<file path="src/hw/rtl/thc_pkg.sv">
// shared types, codes and constants of the tank pump hysteresis controller
`default_nettype none

package thc_pkg;

   // field widths
   localparam int LEVEL_W  = 10;
   localparam int PCT_W    = 7;
   localparam int THRESH_W = 11;
   localparam int TIME_W   = 32;
   localparam int TOTAL_W  = 32;

   // percent to tenths of a percent
   localparam int TENTHS_PER_PCT = 10;

   // divide by 1000 as (x * ceil(2^38 / 1000)) >> 38, exact for any 32-bit x
   localparam int             DIV_SHIFT = 38;
   localparam int             MAGIC_W   = 29;
   localparam logic [28:0]    DIV_MAGIC = 29'd274877907;
   localparam int             PROD_W    = TIME_W + MAGIC_W;
   localparam int             QUOT_W    = 23;

   // register reset values
   localparam logic [6:0]  START_LEVEL_RST = 7'd30;
   localparam logic [6:0]  STOP_LEVEL_RST  = 7'd90;
   localparam logic [31:0] OVERTIME_RST    = 32'd1800000;

   typedef enum logic [3:0] {
      RSN_HOLD         = 4'd0,
      RSN_FORCE        = 4'd1,
      RSN_FORCE_STOP   = 4'd2,
      RSN_AUTO_START   = 4'd3,
      RSN_AUTO_STOP    = 4'd4,
      RSN_SENSOR_FAULT = 4'd5,
      RSN_MANUAL_FORCE = 4'd6,
      RSN_MANUAL_OFF   = 4'd7,
      RSN_OVERTIME     = 4'd8
   } reason_type;

   typedef enum logic [1:0] {
      ST_NORMAL       = 2'd0,
      ST_RUNNING      = 2'd1,
      ST_SENSOR_FAULT = 2'd2,
      ST_CRITICAL     = 2'd3
   } status_type;

   typedef enum logic [1:0] {
      CSR_START_LEVEL    = 2'd0,
      CSR_STOP_LEVEL     = 2'd1,
      CSR_OVERTIME_LIMIT = 2'd2,
      CSR_SENSOR_PRESENT = 2'd3
   } csr_idx_type;

   typedef struct packed {
      logic [PCT_W-1:0]  start_level;
      logic [PCT_W-1:0]  stop_level;
      logic [TIME_W-1:0] overtime_limit_ms;
      logic              sensor_present;
   } cfg_type;

   typedef struct packed {
      logic [TIME_W-1:0]  now_ms;
      logic [LEVEL_W-1:0] level_tenths;
      logic               sensor_good;
      logic               auto_mode;
      logic               force_set;
      logic               force_clear;
   } item_type;

   // decision stage result
   typedef struct packed {
      logic              pump_on;
      logic              pump_changed;
      reason_type        reason;
      status_type        status;
      logic              force_active;
      logic              stop;
      logic [TIME_W-1:0] elapsed_ms;
   } dec_type;

   // divide stage result
   typedef struct packed {
      logic              pump_on;
      logic              pump_changed;
      reason_type        reason;
      status_type        status;
      logic              force_active;
      logic [QUOT_W-1:0] run_seconds;
   } div_type;

endpackage

`default_nettype wire

</file>
<file path="src/hw/rtl/thc_decide.sv">
// pump decision logic with the controller state and the decision stage register
`default_nettype none

module thc_decide (
   input  wire logic             clock,
   input  wire logic             reset,
   input  wire logic             ld,
   input  wire thc_pkg::item_type item,
   input  wire thc_pkg::cfg_type  cfg,
   output thc_pkg::dec_type       dec
);
   import thc_pkg::*;

   logic                running_ff, running_in;
   logic [TIME_W-1:0]   run_start_ff, run_start_in;
   logic                force_ff, force_in;
   status_type          status_ff, status_in;
   dec_type             dec_ff, dec_in;

   logic                healthy;
   logic [THRESH_W-1:0] start_t;
   logic [THRESH_W-1:0] stop_t;
   logic [THRESH_W-1:0] level;
   logic [TIME_W-1:0]   elapsed;
   logic                force_pre;
   logic                want;
   logic                tripped;
   logic                changed;
   reason_type          reason;

   // thresholds and run length
   always_comb begin
      healthy = item.sensor_good | ~cfg.sensor_present;
      start_t = THRESH_W'(cfg.start_level) * THRESH_W'(TENTHS_PER_PCT);
      stop_t  = THRESH_W'(cfg.stop_level) * THRESH_W'(TENTHS_PER_PCT);
      level   = THRESH_W'(item.level_tenths);
      elapsed = item.now_ms - run_start_ff;
   end

   // force request, mode decision, overtime cutoff and state update
   always_comb begin
      running_in   = running_ff;
      run_start_in = run_start_ff;
      status_in    = status_ff;
      want         = 1'b0;
      reason       = RSN_HOLD;
      tripped      = 1'b0;

      priority if (item.force_clear) begin
         force_pre = 1'b0;
      end else if (item.force_set) begin
         force_pre = 1'b1;
      end else begin
         force_pre = force_ff;
      end
      force_in = force_pre;

      if (item.auto_mode) begin
         if (healthy) begin
            priority if (force_pre) begin
               if (level >= stop_t) begin
                  want     = 1'b0;
                  reason   = RSN_FORCE_STOP;
                  force_in = 1'b0;
               end else begin
                  want   = 1'b1;
                  reason = RSN_FORCE;
               end
            end else if (!running_ff && level < start_t) begin
               want   = 1'b1;
               reason = RSN_AUTO_START;
            end else if (running_ff && level >= stop_t) begin
               want   = 1'b0;
               reason = RSN_AUTO_STOP;
            end else begin
               want = running_ff;
            end
         end else begin
            want   = 1'b0;
            reason = RSN_SENSOR_FAULT;
         end
      end else begin
         want   = force_pre;
         reason = force_pre ? RSN_MANUAL_FORCE : RSN_MANUAL_OFF;
      end

      // safety cutoff on a run that is too long
      if (want && running_ff && elapsed > cfg.overtime_limit_ms) begin
         want      = 1'b0;
         reason    = RSN_OVERTIME;
         tripped   = 1'b1;
         force_in  = 1'b0;
         status_in = ST_CRITICAL;
      end

      changed    = want != running_ff;
      running_in = want;
      if (changed) begin
         if (want) begin
            status_in    = ST_RUNNING;
            run_start_in = item.now_ms;
         end else if (!tripped) begin
            status_in = healthy ? ST_NORMAL : ST_SENSOR_FAULT;
         end
      end

      dec_in.pump_on      = want;
      dec_in.pump_changed = changed;
      dec_in.reason       = reason;
      dec_in.status       = status_in;
      dec_in.force_active = force_in;
      dec_in.stop         = changed & ~want;
      dec_in.elapsed_ms   = elapsed;
   end

   // controller state
   always_ff @(posedge clock) begin
      if (reset) begin
         running_ff   <= 1'b0;
         run_start_ff <= '0;
         force_ff     <= 1'b0;
         status_ff    <= ST_NORMAL;
      end else if (ld) begin
         running_ff   <= running_in;
         run_start_ff <= run_start_in;
         force_ff     <= force_in;
         status_ff    <= status_in;
      end
   end

   // decision stage register
   always_ff @(posedge clock) begin
      if (ld) begin
         dec_ff <= dec_in;
      end
   end

   assign dec = dec_ff;

endmodule

`default_nettype wire

</file>
<file path="src/hw/rtl/thc_div.sv">
// run length in ms to whole seconds by reciprocal multiplication
`default_nettype none

module thc_div (
   input  wire logic             clock,
   input  wire logic             ld,
   input  wire thc_pkg::dec_type dec,
   output thc_pkg::div_type      div
);
   import thc_pkg::*;

   div_type           div_ff, div_in;
   logic [PROD_W-1:0] prod;

   // quotient is only added to the total on a stop
   always_comb begin
      prod                = PROD_W'(dec.elapsed_ms) * PROD_W'(DIV_MAGIC);
      div_in.pump_on      = dec.pump_on;
      div_in.pump_changed = dec.pump_changed;
      div_in.reason       = dec.reason;
      div_in.status       = dec.status;
      div_in.force_active = dec.force_active;
      div_in.run_seconds  = dec.stop ? prod[DIV_SHIFT +: QUOT_W] : '0;
   end

   always_ff @(posedge clock) begin
      if (ld) begin
         div_ff <= div_in;
      end
   end

   assign div = div_ff;

endmodule

`default_nettype wire

</file>
<file path="src/hw/rtl/thc_accum.sv">
// run seconds total and the result register
`default_nettype none

module thc_accum (
   input  wire logic             clock,
   input  wire logic             reset,
   input  wire logic             ld,
   input  wire thc_pkg::div_type div,
   output thc_pkg::div_type      rsp,
   output logic [thc_pkg::TOTAL_W-1:0] total
);
   import thc_pkg::*;

   logic [TOTAL_W-1:0] total_ff, total_in;
   div_type            rsp_ff;

   // total wraps modulo 2^32
   assign total_in = total_ff + TOTAL_W'(div.run_seconds);

   always_ff @(posedge clock) begin
      if (reset) begin
         total_ff <= '0;
      end else if (ld) begin
         total_ff <= total_in;
      end
   end

   always_ff @(posedge clock) begin
      if (ld) begin
         rsp_ff <= div;
      end
   end

   assign rsp   = rsp_ff;
   assign total = total_ff;

endmodule

`default_nettype wire

</file>
<file path="src/hw/rtl/tank_pump_hysteresis_controller.sv">
// Tank pump hysteresis controller top level.
// Each request is one evaluation: time stamp, level in tenths of a percent,
// sensor health, mode and force set/clear. Each request yields exactly one
// response: pump state, toggle flag, reason code, status, run seconds total
// and force flag, in request order.
// Request and response channels use valid/stall; a transfer happens on a
// rising edge with valid high and stall low. Registers are written through
// the csr channel (index 0 start level, 1 stop level, 2 overtime limit,
// 3 sensor present); csr_ready is always high.
// Pipeline: input register, decision stage (holds the pump state), divide
// stage (run ms to seconds by one 32x29 multiply), result register with the
// seconds total. A request passes the decision, divide and result registers
// in turn. With rsp_stall low, one request per cycle is sustained, set by
// the decision stage, whose state feeds the next request directly.
// When rsp_stall is high, the result holds and the stages behind it fill;
// req_stall rises once all four stages are full.
// Synchronous reset: pump off, force clear, status normal, total zero,
// registers to their defaults, pipeline empty.
`default_nettype none

module tank_pump_hysteresis_controller (
   input  wire logic        clock,
   input  wire logic        reset,
   // request channel
   input  wire logic        req_valid,
   output logic             req_stall,
   input  wire logic [31:0] req_now_ms,
   input  wire logic [9:0]  req_level_tenths,
   input  wire logic        req_sensor_good,
   input  wire logic        req_auto_mode,
   input  wire logic        req_force_set,
   input  wire logic        req_force_clear,
   // response channel
   output logic             rsp_valid,
   input  wire logic        rsp_stall,
   output logic             rsp_pump_on,
   output logic             rsp_pump_changed,
   output logic [3:0]       rsp_reason_code,
   output logic [1:0]       rsp_system_status,
   output logic [31:0]      rsp_total_run_seconds,
   output logic             rsp_force_active,
   // register write channel
   input  wire logic        csr_valid,
   output logic             csr_ready,
   input  wire logic [1:0]  csr_index,
   input  wire logic [31:0] csr_data
);
   import thc_pkg::*;

   cfg_type  cfg_ff;
   item_type item_ff;
   dec_type  dec;
   div_type  div;
   div_type  rsp;

   logic v0_ff, v0_in, v1_ff, v1_in, v2_ff, v2_in, vo_ff, vo_in;
   logic rdy0, rdy1, rdy2, rdyo;
   logic ld1, ld2, ldo, accept;

   // pipeline flow control
   always_comb begin
      rdyo   = ~vo_ff | ~rsp_stall;
      ldo    = v2_ff & rdyo;
      rdy2   = ~v2_ff | rdyo;
      ld2    = v1_ff & rdy2;
      rdy1   = ~v1_ff | rdy2;
      ld1    = v0_ff & rdy1;
      rdy0   = ~v0_ff | rdy1;
      accept = req_valid & rdy0;
      v0_in  = accept | (v0_ff & ~ld1);
      v1_in  = ld1 | (v1_ff & ~ld2);
      v2_in  = ld2 | (v2_ff & ~ldo);
      vo_in  = ldo | (vo_ff & rsp_stall);
   end

   always_ff @(posedge clock) begin
      if (reset) begin
         v0_ff <= 1'b0;
         v1_ff <= 1'b0;
         v2_ff <= 1'b0;
         vo_ff <= 1'b0;
      end else begin
         v0_ff <= v0_in;
         v1_ff <= v1_in;
         v2_ff <= v2_in;
         vo_ff <= vo_in;
      end
   end

   // input register
   always_ff @(posedge clock) begin
      if (accept) begin
         item_ff.now_ms       <= req_now_ms;
         item_ff.level_tenths <= req_level_tenths;
         item_ff.sensor_good  <= req_sensor_good;
         item_ff.auto_mode    <= req_auto_mode;
         item_ff.force_set    <= req_force_set;
         item_ff.force_clear  <= req_force_clear;
      end
   end

   // configuration registers
   always_ff @(posedge clock) begin
      if (reset) begin
         cfg_ff.start_level       <= START_LEVEL_RST;
         cfg_ff.stop_level        <= STOP_LEVEL_RST;
         cfg_ff.overtime_limit_ms <= OVERTIME_RST;
         cfg_ff.sensor_present    <= 1'b1;
      end else if (csr_valid && csr_ready) begin
         unique case (csr_idx_type'(csr_index))
            CSR_START_LEVEL:    cfg_ff.start_level       <= csr_data[PCT_W-1:0];
            CSR_STOP_LEVEL:     cfg_ff.stop_level        <= csr_data[PCT_W-1:0];
            CSR_OVERTIME_LIMIT: cfg_ff.overtime_limit_ms <= csr_data;
            CSR_SENSOR_PRESENT: cfg_ff.sensor_present    <= csr_data[0];
            default: ;
         endcase
      end
   end

   assign csr_ready = 1'b1;

   thc_decide u_decide (
      .clock (clock),
      .reset (reset),
      .ld    (ld1),
      .item  (item_ff),
      .cfg   (cfg_ff),
      .dec   (dec)
   );

   thc_div u_div (
      .clock (clock),
      .ld    (ld2),
      .dec   (dec),
      .div   (div)
   );

   thc_accum u_accum (
      .clock (clock),
      .reset (reset),
      .ld    (ldo),
      .div   (div),
      .rsp   (rsp),
      .total (rsp_total_run_seconds)
   );

   // response and request ports
   assign req_stall         = ~rdy0;
   assign rsp_valid         = vo_ff;
   assign rsp_pump_on       = rsp.pump_on;
   assign rsp_pump_changed  = rsp.pump_changed;
   assign rsp_reason_code   = rsp.reason;
   assign rsp_system_status = rsp.status;
   assign rsp_force_active  = rsp.force_active;

endmodule

`default_nettype wire

</file>
<file path="config.mk">
export PLATFORM = sky130hd
export DESIGN_NAME = tank_pump_hysteresis_controller
export DESIGN_NICKNAME = d
export VERILOG_FILES = /design/src/hw/rtl/thc_pkg.sv /design/src/hw/rtl/thc_decide.sv /design/src/hw/rtl/thc_div.sv /design/src/hw/rtl/thc_accum.sv /design/src/hw/rtl/tank_pump_hysteresis_controller.sv
export SDC_FILE = /design/constraint.sdc
export NUM_CORES = 1
export LEC_CHECK = 0
export BUFFER_PORTS_ARGS = -buffer_cell sky130_fd_sc_hd__buf_4
export CAP_MARGIN = 30
export CORE_AREA = 5 5 252 254
export DETAILED_ROUTE_END_ITERATION = 10
export DIE_AREA = 0 0 257 259
export HOLD_SLACK_MARGIN = 0.02
export PLACE_DENSITY = 0.69
export SYNTH_ARGS = -nofsm -noshare
export SYNTH_HDL_FRONTEND = slang
export SYNTH_SLANG_ARGS = --single-unit
</file>
<file path="constraint.sdc">
create_clock -name clock -period 14 [get_ports clock]
set_input_delay 0 -clock clock [delete_from_list [all_inputs] [get_ports clock]]
set_output_delay 0 -clock clock [all_outputs]
set_load 0.05 [all_outputs]
</file>
==> results, run 1 <==
- The cell type of the slowest stage on the worst timing path is sky130_fd_sc_hd__edfxtp_1.
- For this design, the sink count on the clock tree is 248.
- The overall die height is 259 microns.
- No sink is reached through more buffers than the 3 on the longest clock path.
- The number of top-level pins is 129.
- The worst path in the final design needs a cycle of 7.631 ns, including I/O delays and setup.
- Derived from the worst setup path, the maximum achievable clock frequency is 131.0 MHz.
- Counting the fill cells in the layout gives 5,492.
- The dominant cell type by count on the critical path is sky130_fd_sc_hd__fa_1.
- STA classifies the critical path startpoint as a flip-flop.
- The floorplan step defined a core boundary enclosing 0.06103 sq mm.
- The flip-flop and latch count after synthesis is 248.
- The tightest min-delay check is of the input port to flip-flop type.
- The diode insertion count for antenna repair is 0.
- The total global routing overflow is 0.
- The number of setup buffers added after CTS is 0.
- The worst hold slack across all endpoints is 0.1707 ns.
- Setup repair after global routing left no endpoint under its margin.
- The first-pass GRT wire length is 101,400 microns.
- The final hold violation count was 0.
- At the pin with the least slew margin, the transition time is 0.7596 ns.
- The detailed-route vias per instance is 5.034.
- The total wire length is 62,170 microns.
- The portion of the clock cycle consumed by the worst path in the final layout is 54.51%.
- The number of iterations in the first detailed-routing pass is 5.
- The largest delay contributor family on the critical path is adder cells.
- Among all flip-flop cells after synthesis, the most frequent one is sky130_fd_sc_hd__edfxtp_1.
- In this run the cell area of the synthesized design comes to 0.02722 sq mm.
- sky130_fd_sc_hd__ha_1 takes more of the synthesized area than any other cell.
- STA puts the critical path data arrival time at 7.93 ns.
- The number of H-tree levels is 1.
- The relative area change from synthesis to final layout is 13.94%.
- Clock-pin slew was measured on the worst setup and hold paths at 0.06 ns.
- The overall via count from detail_route is 18,910.
- For this run, the register share of the synthesized area comes to 22.98%.
- The final instance area is 0.03102 sq mm.
- The commonest cells after synthesis are 623 x sky130_fd_sc_hd__inv_1, 512 x sky130_fd_sc_hd__ha_1, 302 x sky130_fd_sc_hd__fa_1, 176 x sky130_fd_sc_hd__nand2_1, 133 x sky130_fd_sc_hd__a21oi_1.
- After detailed routing, the number of remaining DRC violations is 0.
- The final weighted congestion in routability-driven placement is 0.9578.
- The tool flagged a number of max-cap violations equal to 0.
- The count of final setup violators is 0.
- Yosys printed 0 warnings.
- The total of buffers placed on input and output ports is 127.
- Measured along the x axis, the die boundary spans 257 microns.
- The total count of max-transition violations in the final report was 0.
- By instance count, the leading cell after synthesis is sky130_fd_sc_hd__inv_1.
- The synthesized area per cell is 10.02 sq um.
- The cell count after synthesis is 2,716.
- TritonCTS built the clock tree.
- The number of flops mapped to enable cells by yosys is 129.
- In this run the remaining antenna-violating nets after routing total 0.
- Counting both buffers and inverters, the worst setup path holds a total of 5.
- After the last flow step, the layout net total stands at 3,845.
- The final standard cell utilization of the core is 50.82%.
- At the worst endpoint, the required time is 14.30 ns.
- Clock tree synthesis selected as its root buffer the cell sky130_fd_sc_hd__clkbuf_16.
- The number of nets produced by synthesis is 3,615.
- For this run, asynchronously set or reset flops after synthesis account for 0%.
- After synthesis, the netlist uses 74 different library cells.
- The endpoint type of the worst setup path is a flip-flop.
- Traced cell by cell, the critical path runs through ha_1, fa_1, fa_1, inv_1, fa_1, inv_1, fa_1, fa_1, fa_1, inv_1, fa_1, inv_1, ha_1, nand2_1, nor2_1, a41oi_1, a2111oi_1, buf_4, o31a_2, a21oi_2, o21bai_2, o221ai_1, xnor2_1, and2_1.
- The first routing iteration left 848 violations.
- The total global routing track utilization is 18.65%.
- The synthesized design devotes to its leading area cell type 23.53% of total area.
- Adding up every negative setup slack in the final design gives 0 ns.
- The run finished with clean final reports.
- Measured against its own limit, the worst slew margin works out to 49.36%.
- The maximum fanout along the worst path is 11.
- The number of global-route vias before repair was 19,690.
- The largest single stage delay on the critical path is 0.77 ns.
- The floorplan step defined a die boundary enclosing 0.06656 sq mm.
- Sorting the synthesized cells by area gives the leading types as sky130_fd_sc_hd__ha_1 24%, sky130_fd_sc_hd__fa_1 22%, sky130_fd_sc_hd__edfxtp_1 14%.
- The average wire per cell in the routed design is 16.55 microns.
- The placed standard-cell area is 0.02910 sq mm.
- Of the cells placed in the final design, the portion with a size suffix greater than 1 is 6.777%.
- Clock skew on the completed layout was measured at 0.02176 ns.
- After legalization and detailed placement, the total HPWL measured 50,870 microns.
- Entering global routing, the biggest net connects 83 pins.
- The number of rows created at floorplan is 91.
- The total clock buffers created by CTS is 27.
- For this configuration, the core starts out at a cell density of 44.60%.
- The later pin in the worst-skew pair is clocked with a latency of 0.55 ns.
- The number of antenna violations at the first check in global routing was 0.
- By startpoint and endpoint, the worst setup path is classified as flip-flop to flip-flop.
## layout by cell type (no fill, tap or decap), types with 5 or more instances in the layout
cell type	count
sky130_fd_sc_hd__dlygate4sd3_1	103
sky130_fd_sc_hd__o31ai_1	5
sky130_fd_sc_hd__nand3b_1	17
sky130_fd_sc_hd__nand4_1	20
sky130_fd_sc_hd__dfxtp_1	119
sky130_fd_sc_hd__a21oi_1	133
sky130_fd_sc_hd__inv_1	622
sky130_fd_sc_hd__a211o_1	6
sky130_fd_sc_hd__o31a_1	5
sky130_fd_sc_hd__clkbuf_16	27
sky130_fd_sc_hd__xor2_1	35
sky130_fd_sc_hd__and3_1	12
sky130_fd_sc_hd__edfxtp_1	129
sky130_fd_sc_hd__o21ai_1	27
sky130_fd_sc_hd__nand3_1	25
sky130_fd_sc_hd__a211oi_1	12
sky130_fd_sc_hd__a21o_1	63
sky130_fd_sc_hd__or3_1	7
sky130_fd_sc_hd__buf_4	136
sky130_fd_sc_hd__nand2_1	176
sky130_fd_sc_hd__fa_1	302
sky130_fd_sc_hd__clkinv_2	5
sky130_fd_sc_hd__o21a_1	19
sky130_fd_sc_hd__ha_1	512
sky130_fd_sc_hd__xnor2_1	41
sky130_fd_sc_hd__o21bai_1	17
sky130_fd_sc_hd__and2_1	23
sky130_fd_sc_hd__nor2b_1	17
sky130_fd_sc_hd__o211ai_1	7
sky130_fd_sc_hd__nor2_1	83
sky130_fd_sc_hd__nor3_1	14
sky130_fd_sc_hd__or2_2	5
sky130_fd_sc_hd__nand2b_1	79
sky130_fd_sc_hd__clkinv_1	5
sky130_fd_sc_hd__a31oi_1	6
sky130_fd_sc_hd__o21ai_0	28
sky130_fd_sc_hd__mux2i_1	37
## what timing repair did
action                    CTS  global route
hold buffers              103             0
resized for setup           0             0
hold endpoints to repair   97             0
## cell families (layout without fill, tap and decap cells)
family	Yosys count	count (layout)	share of synthesized area, %
AO/OA/AOI/OAI	380	380	9.244
XOR/XNOR	76	76	2.445
adder cells (fa/ha/maj)	814	814	45.74
buffers and inverters	662	912	9.188
flip-flops	248	248	22.98
multiplexers	37	37	1.361
other	1	1	0.01378
AND/OR/NAND/NOR	498	498	9.023
## final cells by class
class | instances | area [sq um] | area share, %
Timing Repair Buffer | 240 | 2072 | 6.680
Clock buffer | 32 | 704.4 | 2.271
Multi-Input combinational cell | 1806 | 18480 | 59.57
Sequential cell | 248 | 6256 | 20.17
Tap cell | 790 | 988.4 | 3.187
Inverter | 623 | 2338 | 7.540
Clock inverter | 17 | 178.9 | 0.5769
## worst paths after layout
kind / startpoint / to / slack [ns] / cells after the start
worst max-delay path: u_decide.dec[9] / u_div.div[21] / 6.37 / 24
worst min-delay path: req_level_tenths[6] / item_ff[10] / 0.17 / 2
worst max register to register: u_decide.dec[9] / u_div.div[21] / 6.37 / 24
worst min register to register: u_decide.dec[40] / u_div.div[30] / 0.42 / 0
## through the flow
| step | setup slack, ns | std cells |
|---|---|---|
| after CTS | 6.402 | 3756 |
| final | 6.369 | 3756 |
| after global routing | 6.065 | 3756 |
| after global placement | 6.438 | 3603 |
| after detailed placement | 6.398 | 3604 |
| after floorplan | 7.190 | 2716 |
## per-layer routing
metal / vias up / wire length, microns / track usage (%)
met2: 356 / 30320 / 32.69
met1: 9094 / 27760 / 24.68
li1: 9352 / - / -
met5: - / 0 / 0
met4: 0 / 2046 / 5.756
met3: 106 / 2044 / 1.595
## flip-flops by register name, summed over array words and instances (netlist names), 2 cells and up
| register | count |
|---|---|
| cfg_ff | 47 |
| item_ff | 46 |
| u_accum.rsp | 9 |
| u_accum.total | 32 |
| u_decide.dec | 42 |
| u_decide.run_start_ff | 32 |
| u_decide.status_ff | 2 |
| u_div.div | 32 |
Power of run 1 is left out: the tool's default activity adds up to more than one toggle a clock period on the data nets, which glitch-free logic cannot reach.
==> run 2: changes to the inputs <==
ABC_AREA = 1   (was unset)
CORE_AREA = 5 5 259 261   (was 5 5 252 254)
DIE_AREA = 0 0 264 266   (was 0 0 257 259)
PLACE_DENSITY = 0.71   (was 0.69)
clock period = 6.9 ns   (was 14 ns; I/O delays follow)
==> run 2 against run 1 <==
Sequential share of layout area fell by 1.2 points. Routed wire length rose by 22%. Count of clock-buffer cells in the layout rose by 12. Clock skew rose by 0.0073 ns. Core utilization rose by 0.39 points. Synthesized area rose by 5.3%.
==> results, run 2 <==
- The flow ran to the end, and the final reports show no timing, DRC or antenna violations.
- Yosys instantiated no cell more often than sky130_fd_sc_hd__inv_1.
- The register name with the most flops is cfg_ff.
- The maximum number of pins on one net before global-route repair is 77.
- The total of buffers placed on input and output ports is 127.
- The floorplan has 93 rows.
- The total global routing overflow is 0.
- The number of cells after detailed placement is 4,318.
- The final weighted congestion in routability-driven placement is 0.9620.
- The relative area change from synthesis to final layout is 14.70%.
- The clock-pin slew of the registers on the worst-case setup and hold paths is 0.06 ns.
- The prevailing post-synth register cell is sky130_fd_sc_hd__edfxtp_1.
- The number of nets produced by synthesis is 4,232.
- Of all cell types, the one taking the most synthesized area is sky130_fd_sc_hd__ha_1.
- 129 I/O pins were placed.
- Cells with a size suffix above 1 make up 7.141% of the layout.
- The final hold violation count is 0.
- The number of nets at the end of the flow is 4,502.
- The detailed router's first-iteration violation count is 1,082.
- The overall die height is 266 microns.
- The worst hold path class is input port to flip-flop.
- The longest clock path from root to sink contains 3 buffers.
- The cell count after synthesis is 3,333.
- Setup repair after global routing left no endpoint under its margin.
- After detailed routing, the average wire length per cell comes to 16.96 microns.
- The required time reported for the critical path endpoint is 7.23 ns.
- The flip-flop and latch count after synthesis is 248.
- The setup clock skew after layout is 0.02902 ns.
- STA classifies the critical path startpoint as a flip-flop.
- The largest delay contributor family on the critical path is adder cells.
- Setup total negative slack on the finished layout was measured at 0 ns.
- The number of antenna violations at the first check in global routing is 0.
- The width of the die is 264 microns.
- The core region is 0.06423 sq mm.
- Headroom to the max-slew limit came out at 43.25%.
- The buffer and inverter count on the worst path is 7.
- Setup slack closes at 0.3307 ns.
- The first-pass GRT wire length is 123,000 microns.
- The slew of the pin with the lowest slew margin is 0.8503 ns.
- The most common library cell in the layout ignoring fill and taps is sky130_fd_sc_hd__inv_1.
- The first detailed-routing pass took 5 iterations.
- After detailed routing, the number of remaining DRC violations is 0.
- The max-capacitance violation count is 0.
- The number of flops mapped to enable cells by yosys is 129.
- The die outline area is 0.07022 sq mm.
- The launch instance of the worst register-to-register path is u_decide.dec[21].
- The detailed-route vias per instance is 5.043.
- For this configuration, the core starts out at a cell density of 44.65%.
- The portion of the post-synthesis area used by sequential elements is 21.82%.
- Wires add up to 76,030 microns.
- For this design, the sink count on the clock tree is 248.
- The largest single stage delay on the critical path is 0.54 ns.
- At the later pin of the worst-skew pair, clock insertion delay measures 0.59 ns.
- The synthesized area per cell is 8.604 sq um.
- The total count of max-transition violations in the final report is 0.
- The top cell types in the final layout, fill and taps aside, are 810 x sky130_fd_sc_hd__inv_1, 512 x sky130_fd_sc_hd__ha_1, 445 x sky130_fd_sc_hd__nand2_1.
- Ranked by instance count, the synthesized netlist is headed by 811 x sky130_fd_sc_hd__inv_1, 512 x sky130_fd_sc_hd__ha_1, 445 x sky130_fd_sc_hd__nand2_1, 302 x sky130_fd_sc_hd__fa_1, 301 x sky130_fd_sc_hd__nor2_1.
- Static timing analysis puts the maximum clock frequency at 152.2 MHz.
- The distinct cell type count after synthesis is 52.
- The clock period minus final worst setup slack is 6.569 ns.
- The root buffer cell chosen for the clock tree is sky130_fd_sc_hd__clkbuf_16.
- The number of flip-flops under the largest register name is 47.
- The filler cell count is 5,952.
- After synthesis, the cell types taking the most area are sky130_fd_sc_hd__ha_1 22%, sky130_fd_sc_hd__fa_1 21%, sky130_fd_sc_hd__edfxtp_1 14%.
- For this run, the number of Yosys warnings is 0.
- The worst min-delay path startpoint is req_level_tenths[8].
- Hold is met by 0.1372 ns.
- The async set-reset flop share out of synthesis is 0%.
- The portion of synthesized cell area occupied by the leading cell type is 22.34%.
- The maximum fanout along the worst path is 7.
- The total global routing track utilization is 21.71%.
- The number of global-route vias before repair was 23,800.
- The number of nets with antenna violations after routing is 0.
- Buffers inserted during clock tree synthesis total 30.
- The count of non-filler cells in the finished layout is 4,482.
- The count of final setup violators is 0.
- The critical path in this run is classified as flip-flop to flip-flop.
- In this run the number of H-tree levels came out at 1.
- The portion of the clock cycle consumed by the worst path in the final layout is 95.21%.
- Data arrives at the worst endpoint at 6.90 ns.
- The overall via count from detail_route is 22,600.
- The worst slack at placement is 0.2946 ns.
- The cell area after technology mapping is 0.02868 sq mm.
- The critical path launch point is u_decide.dec[21].
- The endpoint type of the worst setup path is a flip-flop.
- The wire-length estimate of the detail-placed layout is 62,840 microns.
- The diode insertion count for antenna repair is 0.
- The cell type of the slowest stage on the worst timing path is sky130_fd_sc_hd__edfxtp_1.
- The TritonCTS clock tree is yes.
-- run 2: worst paths after layout --
kind	end	slack, ns	depth (start not counted)
worst min register to register	u_accum.rsp[25]	0.41	0
worst max-delay path	u_div.div[18]	0.33	25
worst max register to register	u_div.div[18]	0.33	25
worst min-delay path	item_ff[12]	0.14	2
-- run 2: logic make-up (layout without fill, tap and decap cells) --
logic type,count (synthesis),after routing,share of synthesized area (%)
AO/OA/AOI/OAI,471,471,9.137
XOR/XNOR,54,54,1.649
adder cells (fa/ha/maj),814,814,43.42
buffers and inverters,855,1149,11.32
flip-flops,248,248,21.82
other,1,1,0.01308
AND/OR/NAND/NOR,890,890,12.64
-- run 2: worst register-to-register path, stage by stage, from the launching register on --
cell,delay (ns)
sky130_fd_sc_hd__edfxtp_1,0.54
sky130_fd_sc_hd__buf_4,0.24
sky130_fd_sc_hd__ha_1,0.28
sky130_fd_sc_hd__inv_1,0.05
sky130_fd_sc_hd__fa_1,0.49
sky130_fd_sc_hd__inv_1,0.04
sky130_fd_sc_hd__ha_1,0.28
sky130_fd_sc_hd__fa_1,0.49
sky130_fd_sc_hd__fa_1,0.54
sky130_fd_sc_hd__inv_1,0.05
sky130_fd_sc_hd__fa_1,0.47
sky130_fd_sc_hd__inv_1,0.05
sky130_fd_sc_hd__fa_1,0.52
sky130_fd_sc_hd__inv_1,0.06
sky130_fd_sc_hd__fa_1,0.47
sky130_fd_sc_hd__inv_1,0.04
sky130_fd_sc_hd__ha_1,0.34
sky130_fd_sc_hd__a21o_1,0.22
sky130_fd_sc_hd__a31oi_1,0.24
sky130_fd_sc_hd__nand2_1,0.08
sky130_fd_sc_hd__a21oi_1,0.21
sky130_fd_sc_hd__o21ai_0,0.11
sky130_fd_sc_hd__a31oi_1,0.32
sky130_fd_sc_hd__nand2_1,0.09
sky130_fd_sc_hd__nand2_1,0.07
sky130_fd_sc_hd__nor2_1,0.05
-- run 2: metrics by stage --
stage / utilization [%] / instance area [sq um]
5_1_grt: 51.21 / 32890
2_1_floorplan: - / 28680
4_1_cts: 51.05 / 32790
3_3_place_gp: 47.98 / 30820
6_report: 51.21 / 32890
3_5_place_dp: 47.98 / 30820
-- run 2: layout make-up --
class	instances	area [sq um]	share of cell area, %
Sequential cell	248	6256	19.02
Multi-Input combinational cell	2230	19190	58.36
Timing Repair Buffer	270	2265	6.885
Tap cell	855	1070	3.252
Inverter	823	3089	9.392
Clock buffer	44	927.1	2.819
Clock inverter	12	91.34	0.2777
-- run 2: timing repair --
item                       CTS  global route
hold buffers                95             0
hold endpoints to repair   116             0
gates resized for setup      0             1
setup endpoints to repair    0             6
buffers inserted             0            12
-- run 2: routing by layer --
metal | GRT usage [%] | vias to the layer above | routed length [microns]
met5 | 0 | - | 0
met4 | 8.643 | 0 | 3425
met3 | 3.186 | 173 | 4273
met2 | 37.30 | 606 | 35790
met1 | 27.76 | 10710 | 32540
li1 | - | 11120 | -
Power of run 2 is left out for the same reason.
==> run 3: changes to the inputs <==
BUFFER_PORTS_ARGS = -buffer_cell sky130_fd_sc_hd__buf_2   (was -buffer_cell sky130_fd_sc_hd__buf_4)
==> run 3 against run 2 <==
Core utilization decreased by 0.60 points. First-iteration DRC count increased by 28%. Global-route usage increased by 0.083 points. Final area decreased by 1.2%. Maximum frequency decreased by 1.0%. Flip-flop and latch count unchanged. Non-clock buffer count decreased by 4.
==> results, run 3 (synthesized netlist as in run 2, its figures left out) <==
- Measured against its own limit, the worst slew margin works out to 46.61%.
- The diode insertion count for antenna repair is 0.
- The worst hold path class is input port to flip-flop.
- The final hold violation count is 0.
- The first-pass GRT wire length is 123,700 microns.
- The multi-input combinational cells in the finished layout cover a total of 0.01919 sq mm.
- The cell type of the slowest stage on the worst timing path is sky130_fd_sc_hd__edfxtp_1.
- The number of antenna violations at the first check in global routing came to 0.
- The latest clock arrival within the worst-skew pair is 0.59 ns.
- Routability-driven placement finished with a final weighted congestion of 0.9479.
- Walking the worst path, the cells encountered are ha_1, fa_1, fa_1, inv_1, fa_1, inv_1, fa_1, fa_1, fa_1, inv_1, fa_1, inv_1, ha_1, nand2_1, nor2_1, nand2_1, nor4_1, nand3_1, nand3_1, a21oi_1, o21ai_0, a21oi_1.
- The clock-pin slew of the registers on the worst-case setup and hold paths is 0.08 ns.
- Using the TritonRoute via totals, the vias-per-cell ratio works out to 5.045.
- The maximum number of pins on one net before global-route repair is 79.
- The count of nets left with antenna violations once routing finished came out at 0.
- Dividing the detail-routed wire length by the instance count gives 17.14 microns.
- The dominant cell type by count on the critical path is sky130_fd_sc_hd__fa_1.
- Summed over all layers, the global routing overflow is 0.
- The area of the core is 0.06423 sq mm.
- No sink is reached through more buffers than the 3 on the longest clock path.
- In the routed design, unresolved DRC markers number 0.
- The tree is rooted in a sky130_fd_sc_hd__clkbuf_16.
- After legalization and detailed placement, the total HPWL measured 63,280 microns.
- For the pin with the worst max-slew slack, the measured transition is 0.8008 ns.
- The sink count of the clock tree is 248.
- After the last flow step, the layout net total stands at 4,497.
- The register name with the most flops is cfg_ff.
- The number of global-route vias before repair came to 23,730.
- TritonCTS built the clock tree.
- For the finished layout, the period the worst path requires is 6.635 ns.
- The detailed router's first-iteration violation count is 1,389.
- Relative to the synthesized area, the layout overhead comes to 13.35%.
- The upper clock frequency limit is 150.7 MHz.
- The count of final setup violators is 0.
- The total of buffers placed on input and output ports is 127.
- The library cells used most frequently in the layout, excluding fill and tap cells, are 810 x sky130_fd_sc_hd__inv_1, 512 x sky130_fd_sc_hd__ha_1, 445 x sky130_fd_sc_hd__nand2_1.
- The required time reported for the critical path endpoint is 7.25 ns.
- The critical path in this run is classified as flip-flop to flip-flop.
- The flow ran to the end, and the final reports show no timing, DRC or antenna violations.
- The die covers 0.07022 sq mm.
- Data on the critical path arrives at its endpoint at 6.98 ns.
- The total global routing track utilization is 21.80%.
- For the final database, setup skew stands at 0.02928 ns.
- The worst setup path is captured at a flip-flop.
- Along the worst path, the maximum fanout reaches 10.
- The maximum cell stage delay along the critical path is 0.71 ns.
- The die is 266 microns tall.
- Of the cells placed in the final design, the portion with a size suffix greater than 1 is 7.015%.
- The overall via count from detail_route is 22,580.
- After filler insertion, the fill cell instance count of the layout stands at 5,979.
- For the final routed database, the setup TNS stands at 0 ns.
- The number of top-level pins is 129.
- The total clock buffers created by CTS is 29.
- Summed over all layers, the routed wires come to 76,700 microns.
- Max-cap violations in this run came to 0.
- The total area of sequential cells is 0.006256 sq mm.
- The number of flip-flops under the largest register name is 47.
- STA classifies the critical path startpoint as a flip-flop.
- The initial cell density of the core is 44.65%.
- After layout, the worst path uses 96.17% of the clock period.
- The die is 264 microns wide.
- The number of H-tree levels is 1.
- The total count of max-transition violations in the final report came to 0.
- The library cell used most frequently in the layout, excluding fill and tap cells, is sky130_fd_sc_hd__inv_1.
- The pre-antenna-repair detailed-routing pass consisted of 8 iterations.
- The initialized floorplan defines 93 standard-cell rows.
- Once layout is complete, the utilization of the core stands at 50.61%.
==> run 3: cell type report <==
class | count | share of cell area (%)
multi-input combinational | 2230 | 59.03
sequential | 248 | 19.25
inverter | 823 | 9.504
clock inverter | 20 | 0.6775
clock buffer | 34 | 2.352
timing repair buffer | 266 | 5.897
tap | 855 | 3.291
==> run 3: critical path: cells and delay by family (launching register included) <==
family	cells	cell delay [ns]
buffers and inverters	4	0.19
AOI/OAI and AO/OA	3	0.31
DFF	1	0.71
and+or+nand+nor	6	1.19
adders and majority gates	9	3.99
==> run 3: stage by stage <==
step / instance area [sq um] / worst slack (ns) / hold WS [ns] / instances
after floorplan: 28680 / 0.9069 / 0.09887 / 3333
after global placement: 30490 / 0.3437 / 0.1770 / 4317
after detailed placement: 30490 / 0.3425 / 0.1781 / 4317
after CTS: 32430 / 0.3286 / 0.1029 / 4466
after global routing: 32500 / -0.01125 / 0.1249 / 4476
final: 32500 / 0.2646 / 0.1277 / 4476
==> run 3: routing by layer <==
layer	GRT usage, %	vias up	routed length [microns]
li1	-	11100	-
met1	27.87	10740	32600
met2	38.68	613	37040
met3	3.149	135	4454
met4	6.252	0	2605
met5	0	-	0
==> run 3: final timing paths <==
kind / from / endpoint / slack (ns) / depth (start not counted)
setup / recovery: u_decide.dec[14] / u_div.div[8] / 0.26 / 22
hold / removal: req_level_tenths[8] / item_ff[12] / 0.13 / 2
setup reg to reg: u_decide.dec[14] / u_div.div[8] / 0.26 / 22
hold reg to reg: u_div.div[26] / u_accum.rsp[26] / 0.42 / 0
==> run 3: what timing repair did <==
action                                  4_1_cts  5_1_grt
hold buffers                                 95        0
endpoints found under the hold margin       112        0
buffers inserted                              0       10
endpoints found under the setup margin        0        4
resized for setup                             0        0
Power of run 3 is left out for the same reason.
